$ cat config.mk
export PLATFORM = sky130hd
export DESIGN_NAME = xdbt_ram
export DESIGN_NICKNAME = d
export VERILOG_FILES = /design/src/design/xdbt_ram.sv
export SDC_FILE = /design/constraint.sdc
export NUM_CORES = 1
export LEC_CHECK = 0
export ABC_AREA = 1
export BUFFER_PORTS_ARGS = -buffer_cell sky130_fd_sc_hd__buf_4
export CAP_MARGIN = 0
export CORE_UTILIZATION = 50
export DETAILED_ROUTE_END_ITERATION = 8
export GPL_TIMING_DRIVEN = 0
export HOLD_SLACK_MARGIN = 0.12
export PLACE_DENSITY = 0.79
export SLEW_MARGIN = 30
export SYNTH_ARGS = -nofsm -noshare
export SYNTH_HDL_FRONTEND = slang
export SYNTH_SLANG_ARGS = --single-unit
$ cat constraint.sdc
create_clock -name i_clk -period 1.05 [get_ports i_clk]
set_clock_uncertainty 0.05 [all_clocks]
set_input_delay 0.0525 -clock i_clk [delete_from_list [all_inputs] [get_ports i_clk]]
set_output_delay 0.0525 -clock i_clk [all_outputs]
set_load 0.01 [all_outputs]
$ cat src/design/xdbt_ram.sv
// generic simple dual port ram with registered read
module xdbt_ram #(
    parameter int unsigned WIDTH = 8,
    parameter int unsigned DEPTH = 16
) (
    input  logic                     i_clk,
    input  logic                     i_we,
    input  logic [$clog2(DEPTH)-1:0] i_waddr,
    input  logic [WIDTH-1:0]         i_wdata,
    input  logic [$clog2(DEPTH)-1:0] i_raddr,
    output logic [WIDTH-1:0]         o_rdata
);
    logic [WIDTH-1:0] r_mem [DEPTH];

    always_ff @(posedge i_clk) begin
        if (i_we) begin
            r_mem[i_waddr] <= i_wdata;
        end
        o_rdata <= r_mem[i_raddr];
    end
endmodule

==> flow_summary.ini <==
[outcome]
violations = setup timing
status = finished, violations left

[final_layout]
final_layout_size_suffix_gt1_frac = 0.2143
n_antenna_cell = 0
final_cell_mix = nand2_1 (165), edfxtp_1 (128), inv_1 (97)
final_util = 0.6343
final_common_cell = nand2_1
nets = 621
fill_cells = 802
area.growth.synth_to_final_pct = 21.33

[logic_synthesis]
synth_area_um2 = 5767
synth-seq-area-share = 0.6943
synth_seq_cells = 136
yosys.area.top_type = edfxtp_1
ys_warn_count = 0
synth_top_area_share = 0.6665
synthesis.nets = 569
syn_inst = 551
syn_area_per_cell_um2 = 10.47
synth_area_leaders = edfxtp_1 (67%), nand2_1 (11%), nand3_1 (8.4%), inv_1 (6.5%), dfxtp_1 (2.8%)
yosysUniqueCellTypes = 12

[drt]
drt_iter0_markers = 493
ant_nets = 0
vias = 4158
avgRoutedWirePerCell_um = 19.33
drtPass1Iterations = 7
drc = 0
vias_per_cell = 5.500
wl_mm = 14.61

[worst_hold_path]
min_from = i_raddr[2]
holdCritPathClass = input port to flip-flop

[power]
powerDensity_nw_per_um2 = 1799
ir_drop_v = 0.0009733
power.leakage_nw = 3.011

[global_routing]
track_usage = 0.2627
antenna_found_initial = 0
grt_pass1_wl_mm = 22.08
grt_pass1_vias = 4020
grt_max_degree = 17
grt.overflow.total = 0

[flow_run]
cap_violations = 0

[worst_setup_path]
crit_type = flip-flop to flip-flop
cpLargestDelayFamily = simple AND/OR/NAND/NOR gates
crit_slowest_cell = edfxtp_1
worstSetupStartpoint = r_mem[1][4]
crit_buf_inv = 1
endpoint_kind = flip-flop
crit_path_start_kind = flip-flop
required_ns = 1.30
critPathArrivalTime_ns = 1.34
crit_chain = inv_1, nand2_1, nand3_2, nand3_2, nand3_2, nand2_2
worstPathMaxFanout = 1
cp_common_cell = nand3_2
regToRegStartpoint = r_mem[1][4]
slowest_delay_ns = 0.40

[floorplan]
die_w_um = 109.4
pin_count = 26
placeableCoreArea_um2 = 11030
rows = 38
die_h_um = 109.4
die_area_um2 = 11970
initial_core_util = 0.5228

[placement]
io_buffers = 22
gp_congestion = 0.8953
place_hpwl_mm = 8.814

[sta]
hold_viol = 0
max_freq_mhz = 921.8
finalSetupViolations = 13
tightestPinTransition_ns = 0.7003
rsz0062_at_grt = true
fin_setup_tns_ns = -0.1287
post-route-period-util = 1.033
layout_setup_ws_ns = -0.03487
maxSlewViolCount = 0
slew_headroom = 0.5314
fin_crit_ns = 1.085

[clocking]
cts_root_buffer = clkbuf_16
cts_tree = done
numCtsBuffers = 17
clock_latency_ns = 0.42
path_clk_slew_ns = 0.06
clock_sinks = 136
cts.path.max_buffers = 2
htreeDepth = 4
-- cells in the mapped netlist --
master and count:
nand2_1 173, edfxtp_1 128, inv_1 100, nand3_1 97, nor2_1 17, buf_2 13, dfxtp_1 8, buf_6 6
buf_4 4, inv_2 2, nand3b_1 2, buf_1 1
-- final cells by class --
class,instances,area (um2),share of cell area
Clock buffer,19,432.9,0.06187
Multi-Input combinational cell,289,1449,0.2071
Inverter,102,382.9,0.05472
Tap cell,140,175.2,0.02504
Sequential cell,136,4004,0.5722
Timing Repair Buffer,33,275.3,0.03934
Clock inverter,13,111.4,0.01592
Buffer,24,166.4,0.02378
-- where the power goes --
part           leakage, nW  total, mW  switching, mW  internal, mW
registers             1.22       6.11         0.0362          6.07
clock network        0.268       5.52           2.09          3.42
logic                 1.52      0.961          0.640         0.321
total                 3.01       12.6           2.77          9.82
-- metrics by stage --
stage                     worst slack (ns)  power [mW]  hold WS, ns  std cells  area, um2
after global routing              -0.08868       12.89       0.1707        756       6997
after detailed placement           -0.5413       7.028       0.3470        713       6107
after global placement             -0.5305       6.999       0.3312        713       6107
after CTS                         0.009876       12.49       0.1226        756       6802
final                             -0.03487       12.58       0.1665        756       6997
after floorplan                  -0.003345       6.657       0.1014        551       5767
-- flip-flops by register name, indices dropped and copies added, names as in the netlist --
register,flops
r_mem,128
o_rdata,8
-- worst register-to-register path, cell delays in order (launching register included) --
cell and delay, ns:
edfxtp_1 0.40, inv_1 0.10, nand2_1 0.07, nand3_2 0.09
nand3_2 0.10, nand3_2 0.10, nand2_2 0.06
-- logic make-up after synthesis --
group	after synthesis	synth area share
flops	136	0.6943
simple gates	289	0.2105
buf+inv	126	0.09525
-- repair_timing --
action | 4_1_cts | 5_1_grt
gates resized for setup | 13 | 48
hold endpoints to repair | 136 | 0
hold buffers | 11 | 0
buffers inserted | 0 | 0
setup endpoints to repair | 84 | 35
cloned | 0 | 0
pin swaps | 1 | 15
-- final timing paths --
path	end	slack, ns	depth (start not counted)
min	o_rdata[2]	0.17	5
max	o_rdata[4]	-0.03	6
max reg2reg	o_rdata[4]	-0.03	6
min reg2reg	o_rdata[7]	0.65	6
-- layer usage --
metal,vias to the layer above,share of wire,GRT usage
li1,1879,-,-
met1,1962,0.39,0.3413
met2,261,0.48,0.4066
met3,56,0.094,0.06935
met4,0,0.038,0.1371
met5,-,0,0
Note: power is estimated with default switching activity, not from simulation.
